### config.mk
export PLATFORM = sky130hd
export DESIGN_NAME = pmb_ctrl
export DESIGN_NICKNAME = d
export VERILOG_FILES = /design/src/pmb_pkg.sv /design/src/pmb_ctrl.sv
export VERILOG_INCLUDE_DIRS = /design/src /design/src/src
export SDC_FILE = /design/constraint.sdc
export NUM_CORES = 1
export LEC_CHECK = 0
export BUFFER_PORTS_ARGS = -buffer_cell sky130_fd_sc_hd__buf_2
export CAP_MARGIN = 20
export CORE_MARGIN = 2
export CORE_UTILIZATION = 35
export DETAILED_ROUTE_END_ITERATION = 8
export GPL_TIMING_DRIVEN = 1
export PLACE_DENSITY_LB_ADDON = 0.15
export SLEW_MARGIN = 15
export SYNTH_ARGS = -nofsm -noshare
export SYNTH_HDL_FRONTEND = slang
export SYNTH_SLANG_ARGS = --single-unit
### constraint.sdc
create_clock -name aclk -period 1.77 [get_ports aclk]
set_input_delay 0.354 -clock aclk [delete_from_list [all_inputs] [get_ports aclk]]
set_output_delay 0.354 -clock aclk [all_outputs]
set_load 0.1 [all_outputs]
### src/assert_macros.svh
// Assertion macros used by the controller module.
`ifndef ASSERT_MACROS_SVH
`define ASSERT_MACROS_SVH

// Clocked property, switched off while reset is held.
`define PMB_ASSERT(lbl, clk, rst_n, prop, msg) \
    lbl: assert property (@(posedge clk) disable iff (!rst_n) prop) else $error(msg);

// A condition that must never be seen at a clock edge.
`define PMB_NEVER(lbl, clk, rst_n, cond, msg) \
    `PMB_ASSERT(lbl, clk, rst_n, !(cond), msg)

`endif

### src/pmb_pkg.sv
`timescale 1ns / 1ps

package pmb_pkg;

    // Widths of the stream item fields, the configuration fields and the weight.
    localparam int S_TDATA_W = 88;
    localparam int M_TDATA_W = 64;
    localparam int MASK_W    = 17;
    localparam int CHAN_W    = 16;
    localparam int LVC_W     = 5;
    localparam int GAMMA_W   = 16;
    localparam int W_W       = 24;
    localparam int CFG_IDX_W = 1;

    // Configuration register indexes.
    localparam logic [CFG_IDX_W-1:0] REG_LEVEL_COUNT  = 1'd0;
    localparam logic [CFG_IDX_W-1:0] REG_GAMMA_FACTOR = 1'd1;

    // Reset value of the gamma factor register.
    localparam logic [GAMMA_W-1:0] GAMMA_ONE = 16'd256;

    // Divider widths: largest dividend is a 32-bit magnitude shifted by 16.
    localparam int DIV_DW = 48;
    localparam int DIV_VW = 31;

    // Fixed-point widths of the power unit.
    localparam int X_W    = 31;
    localparam int Q_W    = 37;
    localparam int MAG_W  = 29;
    localparam int STEPS  = 24;

    // Datapath operation codes issued by the controller.
    localparam int OP_W = 5;
    localparam logic [OP_W-1:0] OP_NONE   = 5'd0;
    localparam logic [OP_W-1:0] OP_PSTART = 5'd1;
    localparam logic [OP_W-1:0] OP_NORM   = 5'd2;
    localparam logic [OP_W-1:0] OP_LOG    = 5'd3;
    localparam logic [OP_W-1:0] OP_MAG    = 5'd4;
    localparam logic [OP_W-1:0] OP_QWAIT  = 5'd5;
    localparam logic [OP_W-1:0] OP_EXPI   = 5'd6;
    localparam logic [OP_W-1:0] OP_EXP    = 5'd7;
    localparam logic [OP_W-1:0] OP_PFIN   = 5'd8;
    localparam logic [OP_W-1:0] OP_SEG    = 5'd9;
    localparam logic [OP_W-1:0] OP_DLO    = 5'd10;
    localparam logic [OP_W-1:0] OP_XWAIT  = 5'd11;
    localparam logic [OP_W-1:0] OP_STLO   = 5'd12;
    localparam logic [OP_W-1:0] OP_STHI   = 5'd13;
    localparam logic [OP_W-1:0] OP_DW     = 5'd14;
    localparam logic [OP_W-1:0] OP_WWAIT  = 5'd15;
    localparam logic [OP_W-1:0] OP_BLEND  = 5'd16;

    // Commands from the controller to the datapath.
    typedef struct packed {
        logic            take;
        logic [OP_W-1:0] op;
        logic [4:0]      cnt;
        logic            inverse;
        logic            out_load;
    } pmb_cmd_t;

    // Status from the datapath to the controller.
    typedef struct packed {
        logic item_mask;
        logic trivial;
        logic use_gamma;
        logic emit;
        logic passthrough;
        logic xw_zero;
        logic norm_done;
        logic ip_big;
        logic div_done;
    } pmb_stat_t;

    // Table of successive square roots of one half, Q1.30.
    typedef logic [X_W-1:0] root_tab_t [0:STEPS];

    // Floor square root, one result bit per pass.
    function automatic logic [63:0] isqrt64(input logic [63:0] a);
        logic [63:0] rem;
        logic [63:0] res;
        logic [63:0] bitv;
        rem  = a;
        res  = '0;
        bitv = 64'd1 << 62;
        for (int i = 0; i < 32; i++) begin
            if (rem >= res + bitv) begin
                rem = rem - (res + bitv);
                res = (res >> 1) + bitv;
            end else begin
                res = res >> 1;
            end
            bitv = bitv >> 2;
        end
        return res;
    endfunction

    function automatic root_tab_t build_roots();
        root_tab_t   t;
        logic [63:0] v;
        t[0] = X_W'(64'd1 << 30);
        v    = isqrt64(64'd1 << 59);
        t[1] = v[X_W-1:0];
        for (int k = 2; k <= STEPS; k++) begin
            v    = isqrt64({33'd0, t[k-1]} << 30);
            t[k] = v[X_W-1:0];
        end
        return t;
    endfunction

endpackage

### src/pmb_ctrl.sv
`timescale 1ns / 1ps

`include "assert_macros.svh"

// Sequencer of the mask computation, the blend and the output register.
module pmb_ctrl (
    input  logic                aclk,
    input  logic                aresetn,
    input  logic                s_tvalid,
    output logic                s_tready,
    output logic                m_tvalid,
    input  logic                m_tready,
    input  pmb_pkg::pmb_stat_t  stat,
    output pmb_pkg::pmb_cmd_t   cmd
);

    localparam logic [4:0] S_IDLE   = 5'd0;
    localparam logic [4:0] S_PSTART = 5'd1;
    localparam logic [4:0] S_NORM   = 5'd2;
    localparam logic [4:0] S_LOG    = 5'd3;
    localparam logic [4:0] S_MAG    = 5'd4;
    localparam logic [4:0] S_QDIV   = 5'd5;
    localparam logic [4:0] S_EXPI   = 5'd6;
    localparam logic [4:0] S_EXP    = 5'd7;
    localparam logic [4:0] S_PFIN   = 5'd8;
    localparam logic [4:0] S_SEG    = 5'd9;
    localparam logic [4:0] S_DLO    = 5'd10;
    localparam logic [4:0] S_LOWAIT = 5'd11;
    localparam logic [4:0] S_STLO   = 5'd12;
    localparam logic [4:0] S_HIWAIT = 5'd13;
    localparam logic [4:0] S_STHI   = 5'd14;
    localparam logic [4:0] S_DW     = 5'd15;
    localparam logic [4:0] S_WWAIT  = 5'd16;
    localparam logic [4:0] S_BLEND  = 5'd17;
    localparam logic [4:0] S_OUT    = 5'd18;

    // Which value the power unit is working on.
    localparam logic [1:0] PH_MASK = 2'd0;
    localparam logic [1:0] PH_LO   = 2'd1;
    localparam logic [1:0] PH_HI   = 2'd2;

    localparam logic [4:0] LAST_STEP = 5'(pmb_pkg::STEPS - 1);
    localparam logic [4:0] LAST_CHAN = 5'd3;

    logic [4:0] state_reg, state_next;
    logic [4:0] cnt_reg, cnt_next;
    logic [1:0] phase_reg, phase_next;
    logic       m_valid_reg, m_valid_next;
    logic [4:0] post_state;
    logic       out_free;
    logic       div_wait;
    logic       blend_last;

    // Where to continue once the power unit has finished.
    always_comb begin
        unique case (phase_reg)
            PH_MASK: post_state = S_SEG;
            PH_LO:   post_state = S_STLO;
            default: post_state = S_STHI;
        endcase
        out_free   = !m_valid_reg || m_tready;
        div_wait   = (state_reg == S_QDIV) || (state_reg == S_LOWAIT) ||
                     (state_reg == S_HIWAIT) || (state_reg == S_WWAIT);
        blend_last = (state_reg == S_BLEND) && (cnt_reg == LAST_CHAN);
    end

    // Next state and command decode.
    always_comb begin
        state_next   = state_reg;
        cnt_next     = cnt_reg;
        phase_next   = phase_reg;
        cmd.take     = 1'b0;
        cmd.op       = pmb_pkg::OP_NONE;
        cmd.cnt      = cnt_reg;
        cmd.inverse  = phase_reg == PH_MASK;
        cmd.out_load = 1'b0;
        unique case (state_reg)
            S_IDLE: begin
                cmd.take = s_tvalid;
                if (s_tvalid) begin
                    if (stat.item_mask) begin
                        if (!stat.trivial) begin
                            if (stat.use_gamma) begin
                                phase_next = PH_MASK;
                                state_next = S_PSTART;
                            end else begin
                                state_next = S_SEG;
                            end
                        end
                    end else if (stat.emit) begin
                        cnt_next   = '0;
                        state_next = stat.passthrough ? S_OUT : S_BLEND;
                    end
                end
            end
            S_PSTART: begin
                cmd.op     = pmb_pkg::OP_PSTART;
                state_next = stat.xw_zero ? post_state : S_NORM;
            end
            S_NORM: begin
                cmd.op = pmb_pkg::OP_NORM;
                if (stat.norm_done) begin
                    cnt_next   = '0;
                    state_next = S_LOG;
                end
            end
            S_LOG: begin
                cmd.op   = pmb_pkg::OP_LOG;
                cnt_next = cnt_reg + 1'b1;
                if (cnt_reg == LAST_STEP) begin
                    state_next = S_MAG;
                end
            end
            S_MAG: begin
                cmd.op     = pmb_pkg::OP_MAG;
                state_next = (phase_reg == PH_MASK) ? S_QDIV : S_EXPI;
            end
            S_QDIV: begin
                cmd.op = pmb_pkg::OP_QWAIT;
                if (stat.div_done) begin
                    state_next = S_EXPI;
                end
            end
            S_EXPI: begin
                cmd.op     = pmb_pkg::OP_EXPI;
                cnt_next   = '0;
                state_next = stat.ip_big ? S_PFIN : S_EXP;
            end
            S_EXP: begin
                cmd.op   = pmb_pkg::OP_EXP;
                cnt_next = cnt_reg + 1'b1;
                if (cnt_reg == LAST_STEP) begin
                    state_next = S_PFIN;
                end
            end
            S_PFIN: begin
                cmd.op     = pmb_pkg::OP_PFIN;
                state_next = post_state;
            end
            S_SEG: begin
                cmd.op     = pmb_pkg::OP_SEG;
                state_next = S_DLO;
            end
            S_DLO: begin
                cmd.op     = pmb_pkg::OP_DLO;
                state_next = S_LOWAIT;
            end
            S_LOWAIT: begin
                cmd.op = pmb_pkg::OP_XWAIT;
                if (stat.div_done) begin
                    phase_next = PH_LO;
                    state_next = stat.use_gamma ? S_PSTART : S_STLO;
                end
            end
            S_STLO: begin
                cmd.op     = pmb_pkg::OP_STLO;
                state_next = S_HIWAIT;
            end
            S_HIWAIT: begin
                cmd.op = pmb_pkg::OP_XWAIT;
                if (stat.div_done) begin
                    phase_next = PH_HI;
                    state_next = stat.use_gamma ? S_PSTART : S_STHI;
                end
            end
            S_STHI: begin
                cmd.op     = pmb_pkg::OP_STHI;
                state_next = S_DW;
            end
            S_DW: begin
                cmd.op     = pmb_pkg::OP_DW;
                state_next = S_WWAIT;
            end
            S_WWAIT: begin
                cmd.op = pmb_pkg::OP_WWAIT;
                if (stat.div_done) begin
                    state_next = S_IDLE;
                end
            end
            S_BLEND: begin
                cmd.op   = pmb_pkg::OP_BLEND;
                cnt_next = cnt_reg + 1'b1;
                if (cnt_reg == LAST_CHAN) begin
                    state_next = S_OUT;
                end
            end
            S_OUT: begin
                if (out_free) begin
                    cmd.out_load = 1'b1;
                    state_next   = S_IDLE;
                end
            end
            default: begin
                state_next = S_IDLE;
            end
        endcase
    end

    // The output register holds a result until the sink takes it.
    always_comb begin
        if (cmd.out_load) begin
            m_valid_next = 1'b1;
        end else if (m_tready) begin
            m_valid_next = 1'b0;
        end else begin
            m_valid_next = m_valid_reg;
        end
    end

    always_ff @(posedge aclk) begin
        if (!aresetn) begin
            state_reg   <= S_IDLE;
            cnt_reg     <= '0;
            phase_reg   <= PH_MASK;
            m_valid_reg <= 1'b0;
        end else begin
            state_reg   <= state_next;
            cnt_reg     <= cnt_next;
            phase_reg   <= phase_next;
            m_valid_reg <= m_valid_next;
        end
    end

    assign s_tready = state_reg == S_IDLE;
    assign m_tvalid = m_valid_reg;

    `PMB_NEVER(a_div_done_waited, aclk, aresetn, stat.div_done && !div_wait, "divider done early")
    `PMB_ASSERT(a_load_free, aclk, aresetn, cmd.out_load |-> out_free, "output overwritten")
    `PMB_ASSERT(a_load_shows, aclk, aresetn, cmd.out_load |=> m_valid_reg, "result not presented")
    `PMB_ASSERT(a_blend_ends, aclk, aresetn, blend_last |=> state_reg == S_OUT, "blend did not end")

endmodule

==> flow_summary.json, run 1 <==
{
  "dpl.cell_count": 261,
  "cts_tree": "built",
  "hold_class": "primary input to flop",
  "fin_crit_ns": 1.867,
  "dpl_cell_area_mm2": 0.001838,
  "slew_viol_final": 0,
  "dr.pass1.iters": 4,
  "holdPathStages": 2,
  "path_cells": "buf_4 -> nor3_4 -> a21oi_1 -> o22ai_4 -> buf_12",
  "port_buffers": 27,
  "yosys.area.top_type": "dfxtp_1",
  "setup.worst_path.start_class": "flop",
  "crit_slowest_cell": "dfxtp_4",
  "hp-start": "aresetn",
  "sw_frac_of_total_pct": 51.37,
  "drtIter0Drc": 104,
  "cts_buffer_depth": 2,
  "hold_buffers": 0,
  "worstSetupPathType": "flop to output port",
  "synth_xor_area_share_pct": 3.462,
  "yosys.area_share.simple_pct": 38.08,
  "synth_top_area_share_pct": 20.57,
  "ff2ff_path_depth": 9,
  "reg2reg_to": "cnt_reg[4]",
  "numCtsBuffers": 3,
  "violations": "negative setup slack",
  "stdcell_area_mm2": 0.002426,
  "place_congestion": 0.9057,
  "grt_usage_pct": 22.17,
  "cts_root_buf": "clkbuf_4",
  "vias": 1689,
  "core_mm2": 0.003416,
  "final_cell_mix": "buf_4 (39), buf_2 (19), nand2_1 (17), buf_6 (15)",
  "path_depth": 5,
  "fillCellCount": 264,
  "synth.avg_cell_area_um2": 7.312,
  "drc": 0,
  "p_sw_mw": 2.492,
  "clk_pin_slew_ns": 0.09,
  "rsz0062_at_grt": "true",
  "hold_viol": 0,
  "grt_pass1_wl_mm": 7.286,
  "yosysSeqAreaShare_pct": 20.57,
  "dieHeight_um": 64.12,
  "synth_compound_area_share_pct": 30.07,
  "muxShareOfSynthArea_pct": 0.7913,
  "p_clk_share_pct": 4.1,
  "ys_async_sr_fraction_pct": 0,
  "num_io_pins": 28,
  "postRouteWirelength_mm": 5.006,
  "overflow": 0,
  "ys_types": 50,
  "fmax_mhz": 535.5,
  "start_util_pct": 37.03,
  "area_growth_pct": 91.79,
  "worst_setup_path_end_kind": "output port",
  "total_leakage_power_nw": 0.9856,
  "clk_latency_ns": 0.29,
  "synth_top_family_by_area": "simple AND/OR/NAND/NOR gates",
  "synthAdderAreaFrac_pct": 0.9891,
  "combPwrFrac_pct": 85.5,
  "outcome": "complete, but fails checks",
  "p_int_mw": 2.359,
  "power_density_mw_per_mm2": 1999,
  "die_w_um": 64.12,
  "reg2reg_setup_slack_ns": -0.1,
  "finalNonFillerCells": 298,
  "drive_above_1_share_pct": 58.73,
  "final.setup.tns_ns": -0.8146,
  "post-route-period-util_pct": 105.5,
  "critPathBufInv": 2,
  "reg2reg_from": "state_reg[2]",
  "grt_max_degree": 19,
  "skew_ns": 0.004712,
  "synth_ff_type": "dfxtp_1",
  "relSlewSlack_pct": 67.14,
  "die-area_mm2": 0.004111,
  "ant_nets": 0,
  "seq_power_share_pct": 10.4,
  "fin_util_pct": 71.03,
  "synth.area.top_cells": "dfxtp_1 (21%), nand2_1 (6.2%), nor2_1 (6.2%)",
  "worstMarginPinSlew_ns": 0.4964,
  "required_ns": 1.42,
  "row_count": 21,
  "cts_htree_levels": 1,
  "diodes": 0,
  "ys_ff_latch": 13,
  "min_to": "state_reg[0]",
  "synth_nets": 187,
  "antenna_found_initial": 0,
  "clock_sinks": 13,
  "post_drt_wl_per_cell_um": 16.80,
  "ir_drop_mv": 1.714,
  "syn_area_mm2": 0.001265,
  "layout_commonest_cell": "buf_4",
  "arrival_ns": 1.51,
  "hpwl_mm": 2.989,
  "viasPerCell": 5.668,
  "synthCells": 173,
  "setup_violations": 14,
  "worst-path-max-fanout": 6,
  "setup_ws_ns": -0.09750,
  "max_stage_delay_ns": 0.39,
  "ys_warn_count": 0,
  "synth_edf_count": 0,
  "critPathTopFamily": "flip-flops",
  "final_nets": 267,
  "grt_pass1_vias": 1588,
  "maxCapViolCount": 0
}
==> stage by stage <==
step	hold slack, ns	power [mW]	worst slack, ns
3_3_place_gp	0.4783	3.535	-0.02688
2_1_floorplan	0.4602	2.562	-0.1569
3_5_place_dp	0.4861	3.548	-0.04312
6_report	0.3871	4.851	-0.09750
4_1_cts	0.3877	4.262	-0.07441
5_1_grt	0.4000	5.072	-0.1778
==> logic make-up after synthesis <==
logic type,after synthesis
AOI/OAI and AO/OA,52
xor gates and xnor gates,5
adders and majority gates,1
buffers and inverters,15
DFF,13
muxes,1
and+or+nand+nor,86
==> power by group through the flow <==
| stage | Combinational, mW | Clock, mW | Sequential, mW |
|---|---|---|---|
| floorplan | 1.99 | 0 | 0.571 |
| detailed placement | 3.02 | 0 | 0.525 |
| global placement | 3.01 | 0 | 0.521 |
| global route | 4.35 | 0.209 | 0.511 |
| finish | 4.15 | 0.199 | 0.504 |
| CTS | 3.58 | 0.194 | 0.489 |
==> synthesized netlist by cell type (all sizes together) (2+ instances only) <==
library cell,count
nor2b,6
and3,2
dfxtp,13
a21oi,11
nand2b,11
o22ai,5
o211a,2
nor3,5
nand3b,2
xor2,3
xnor2,2
nand2,21
o221ai,2
o21ai,8
nand4,3
nand3,3
a2111oi,2
inv,4
nand4b,4
o31ai,3
o211ai,2
buf,11
a21boi,10
nor2,21
==> worst max-delay path by stage <==
stage                       startpoint           end
final                     state_reg[1]        cmd[7]
after global routing      state_reg[1]  phase_reg[1]
after CTS                 state_reg[2]       cmd[11]
after detailed placement       stat[8]  state_reg[4]
after global placement         stat[8]  state_reg[4]
after floorplan           state_reg[0]  phase_reg[1]
==> metal layers <==
| layer | up-vias | GRT usage, % | wire length (µm) |
|---|---|---|---|
| met2 | 83 | 37.11 | 2505 |
| met1 | 797 | 29.93 | 1980 |
| met3 | 11 | 2.465 | 429 |
| met5 | - | 0 | 0 |
| met4 | 0 | 6.649 | 91 |
| li1 | 798 | - | - |
==> timing repair <==
action,CTS,global route
setup endpoints to repair,8,20
resized for setup,26,37
buffers inserted,25,10
pin swaps,11,16
==> final cells by class <==
cell class	count	area, µm²	share of cell area [%]
Clock buffer	4	26.28	1.083
Timing Repair Buffer	86	812.0	33.47
Multi-Input combinational cell	145	1220	50.28
Inverter	4	18.77	0.7736
Tap cell	46	57.56	2.372
Sequential cell	13	291.5	12.02
Note: power is estimated with default switching activity, not from simulation.
==> run 2, diff against run 1 <==
Settings changed: CELL_PAD_IN_SITES_DETAIL_PLACEMENT set to 0, CELL_PAD_IN_SITES_GLOBAL_PLACEMENT set to 2, CORE_UTILIZATION 35 to 27.
==> flow_summary.json, run 2 (synthesis gave the netlist of run 1 again) <==
{
  "crit_path_start": "state_reg[1]",
  "setup.worst_path.start_class": "flop",
  "stdcell_area_mm2": 0.002221,
  "hp-start": "m_tready",
  "reg2reg_from": "state_reg[1]",
  "required_ns": 1.95,
  "post-place-ws_ns": -0.1179,
  "slew_viol_final": 0,
  "start_util_pct": 28.46,
  "arrival_ns": 2.07,
  "worstMarginPinSlew_ns": 0.5233,
  "drc": 0,
  "final_nets": 258,
  "maxCapViolCount": 0,
  "layout_commonest_cell": "buf_4",
  "fillCellCount": 430,
  "antenna_found_initial": 0,
  "cts_tree": "built",
  "cts_buffer_depth": 2,
  "hold_viol": 0,
  "setup_ws_ns": -0.1221,
  "fmax_mhz": 528.5,
  "power_density_mw_per_mm2": 2045,
  "worstSetupPathType": "flop to flop",
  "clock_sinks": 13,
  "dpl.cell_count": 270,
  "grt_pass1_vias": 1552,
  "die-area_mm2": 0.005248,
  "fin_crit_ns": 1.892,
  "core_mm2": 0.004444,
  "ir_drop_mv": 1.409,
  "worst-path-max-fanout": 6,
  "worst_setup_path_end_kind": "flop",
  "area_growth_pct": 75.57,
  "vias": 1556,
  "final_cell_mix": "buf_4 (40), nand2_1 (19), buf_2 (19), nor2_1 (16), nand2b_1 (11)",
  "finalNonFillerCells": 295,
  "fin_util_pct": 49.97,
  "numCtsBuffers": 3,
  "row_count": 24,
  "dr.pass1.iters": 4,
  "cts_root_buf": "clkbuf_8",
  "clk_pin_slew_ns": 0.06,
  "ant_nets": 0,
  "grt_max_degree": 18,
  "diodes": 0,
  "port_buffers": 27,
  "outcome": "complete, but fails checks",
  "skew_ns": 0.001175,
  "grt_usage_pct": 18.36,
  "hold_buffers": 0,
  "place_congestion": 0.8440,
  "overflow": 0,
  "dieHeight_um": 72.45,
  "hpwl_mm": 3.478,
  "drtIter0Drc": 69,
  "total_leakage_power_nw": 0.9005,
  "dpl_cell_area_mm2": 0.001856,
  "hold_slack_ns": 0.4354,
  "relSlewSlack_pct": 65.11,
  "drive_above_1_share_pct": 51.03,
  "setup_violations": 16,
  "die_w_um": 72.45,
  "post-route-period-util_pct": 106.9,
  "postRouteWirelength_mm": 4.603,
  "cts_htree_levels": 1,
  "violations": "negative setup slack",
  "grt_pass1_wl_mm": 7.541,
  "hold_class": "primary input to flop",
  "num_io_pins": 28,
  "viasPerCell": 5.275,
  "reg2reg_setup_slack_ns": -0.12,
  "rsz0062_at_grt": "true",
  "post_drt_wl_per_cell_um": 15.60,
  "clk_latency_ns": 0.24
}
==> run 2: cell types whose count changed in the layout (fill, tap and decap cells not counted), sizes merged <==
cell  delta
buf      -9
==> run 2: repair_timing <==
item                                    in CTS  in global routing
endpoints found under the setup margin      15                 20
resized for setup                           23                 19
pin swaps                                    7                 14
cloned                                       0                  0
endpoints found under the hold margin        0                  0
buffers inserted                            16                  5
==> run 2: per-layer routing <==
metal	GRT usage, %	wire length [µm]	vias up
met3	2.639	147	2
met5	0	0	-
met2	30.38	2193	29
li1	-	-	787
met4	4.321	19	0
met1	25.25	2242	738
==> run 2: per-stage QoR <==
stage	power [mW]	TNS (ns)
global route	4.785	-1.967
finish	4.542	-0.5965
floorplan	2.562	-0.8444
CTS	4.418	-0.5345
global placement	3.612	-0.03241
detailed placement	3.649	-0.4014
==> run 2: critical path, cell delays in order, from the launching register on <==
cell and delay (ns):
dfxtp_4 0.39, buf_6 0.12, buf_4 0.10, buf_4 0.10, and3_4 0.18, a21oi_1 0.07, o22ai_2 0.22, nand2_1 0.09
or4_1 0.41, a21boi_1 0.13
==> run 2: path summary, 6_finish.rpt <==
| kind | end | cells after the start |
|---|---|---|
| worst max-delay path | phase_reg[1] | 9 |
| worst min-delay path | m_tvalid | 3 |
| worst max register to register | phase_reg[1] | 9 |
| worst min register to register | phase_reg[0] | 2 |
==> run 2: final cells by class <==
class / count / area, µm² / area share, %
timing repair buffer: 77 / 676.9 / 30.48
tap: 52 / 65.06 / 2.930
sequential: 13 / 291.5 / 13.13
clock buffer: 4 / 45.04 / 2.028
multi-input combinational: 145 / 1124 / 50.59
inverter: 4 / 18.77 / 0.8451
==> run 2: power breakdown <==
part | internal, mW | switching (mW) | total, mW
Sequential | 0.375 | 0.131 | 0.506
Clock | 0.159 | 0.117 | 0.276
Combinational | 1.68 | 2.08 | 3.76
==> run 3, diff against run 2 <==
Settings changed: CORE_ASPECT_RATIO set to 2.
Clock period 1.77 ns to 1.6 ns, I/O delays scaled along.
==> flow_summary.json, run 3 (synthesis gave the netlist of run 1 again) <==
{
  "setup.worst_path.start_class": "flop",
  "p_clk_share_pct": 4.9,
  "post_drt_wl_per_cell_um": 17.34,
  "skew_ns": 0.003655,
  "reg2reg_from": "state_reg[3]",
  "ant_nets": 0,
  "cts_buffer_depth": 2,
  "setup_violations": 19,
  "die-area_mm2": 0.005282,
  "relSlewSlack_pct": 67.63,
  "grt_pass1_wl_mm": 8.673,
  "overflow": 0,
  "core_mm2": 0.004554,
  "fmax_mhz": 542.2,
  "cts_htree_levels": 1,
  "worstMarginPinSlew_ns": 0.4890,
  "power_density_mw_per_mm2": 2230,
  "p_sw_mw": 2.941,
  "num_io_pins": 28,
  "hpwl_mm": 4.058,
  "vias": 1746,
  "fin_util_pct": 58.21,
  "hold_viol": 0,
  "start_util_pct": 27.77,
  "reg2reg_to": "state_reg[1]",
  "maxCapViolCount": 0,
  "clock_sinks": 13,
  "crit_path_start": "state_reg[0]",
  "grt_usage_pct": 21.89,
  "holdPathStages": 2,
  "post-route-period-util_pct": 115.3,
  "power_mw": 5.912,
  "finalNonFillerCells": 331,
  "hold_slack_ns": 0.4045,
  "port_buffers": 27,
  "postRouteWirelength_mm": 5.741,
  "final_cell_mix": "buf_4 (66), buf_2 (18), buf_6 (16), nand2_1 (14), nor2_1 (14)",
  "place_congestion": 0.9196,
  "cts_root_buf": "clkbuf_8",
  "grt_max_degree": 17,
  "die_w_um": 52.40,
  "row_count": 35,
  "ir_drop_mv": 1.760,
  "viasPerCell": 5.275,
  "dr.pass1.iters": 4,
  "stdcell_area_mm2": 0.002651,
  "violations": "negative setup slack",
  "required_ns": 1.28,
  "hold_class": "primary input to flop",
  "dpl_cell_area_mm2": 0.002066,
  "outcome": "complete, but fails checks",
  "cp-endpoint": "cmd[7]",
  "antenna_found_initial": 0,
  "layout_commonest_cell": "buf_4",
  "combPwrFrac_pct": 85.8,
  "hold_buffers": 0,
  "slew_viol_final": 0,
  "cts_tree": "built",
  "area_growth_pct": 109.6,
  "ff2ff_path_depth": 7,
  "clk_pin_slew_ns": 0.05,
  "worst_setup_path_end_kind": "output port",
  "grt_pass1_vias": 1831,
  "drtIter0Drc": 30,
  "rsz0062_at_grt": "true",
  "fin_crit_ns": 1.844,
  "setup_ws_ns": -0.2445,
  "dieHeight_um": 100.8,
  "drc": 0,
  "final_nets": 291,
  "worst-path-max-fanout": 8,
  "reg2reg_setup_slack_ns": -0.23,
  "arrival_ns": 1.52,
  "p_int_mw": 2.971,
  "numCtsBuffers": 3,
  "clk_latency_ns": 0.24,
  "diodes": 0,
  "final.setup.tns_ns": -3.339,
  "dpl.cell_count": 298,
  "worstSetupPathType": "flop to output port",
  "post-place-ws_ns": -0.2649,
  "drive_above_1_share_pct": 64.49,
  "seq_power_share_pct": 9.3,
  "sw_frac_of_total_pct": 49.75,
  "total_leakage_power_nw": 1.120
}
[run 3: cell types whose count changed in the layout (fill, tap and decap cells not counted), moves of 3 or more]
cell     delta
buf_4      +26
buf_6       +7
nand2_1     -5
nand2_2     +3
[run 3: worst min-delay path by stage]
stage / start / end
detailed placement: cnt_reg[3] / cnt_reg[3]
global placement: cnt_reg[3] / cnt_reg[3]
global route: aresetn / state_reg[0]
CTS: aresetn / state_reg[0]
finish: aresetn / state_reg[0]
floorplan: aresetn / state_reg[0]
[run 3: power groups by stage]
stage / Sequential (mW) / Combinational (mW) / Clock [mW]
2_1_floorplan: 0.630 / 2.21 / 0
4_1_cts: 0.534 / 4.66 / 0.306
5_1_grt: 0.555 / 5.30 / 0.323
3_5_place_dp: 0.584 / 3.77 / 0
3_3_place_gp: 0.584 / 3.74 / 0
6_report: 0.547 / 5.07 / 0.292
[run 3: timing repair]
| item | in CTS | in global routing |
|---|---|---|
| endpoints found under the hold margin | 0 | 0 |
| setup endpoints to repair | 19 | 20 |
| pin swaps | 15 | 18 |
| setup buffers | 25 | 4 |
| resized for setup | 57 | 22 |
[run 3: final cells by class]
type                       count  area (µm²)
tap                           55       68.82
fill                         426        1903
inverter                       4       21.27
timing repair buffer         110       960.9
clock buffer                   4       45.04
sequential                    13       291.5
multi-input combinational    145        1264
[run 3: worst max-delay path, stage by stage, from the launching register on]
cell and delay [ns]:
dfxtp_4 0.44, nor2b_1 0.28, buf_4 0.15, a21oi_1 0.05, o22ai_4 0.16, buf_12 0.20
[run 3: routing by layer]
metal / vias to the layer above / GRT usage (%) / wire [µm]
li1: 841 / - / -
met3: 18 / 1.335 / 127
met4: 0 / 11.64 / 299
met5: - / 0 / 0
met2: 47 / 42.88 / 3444
met1: 840 / 21.15 / 1870
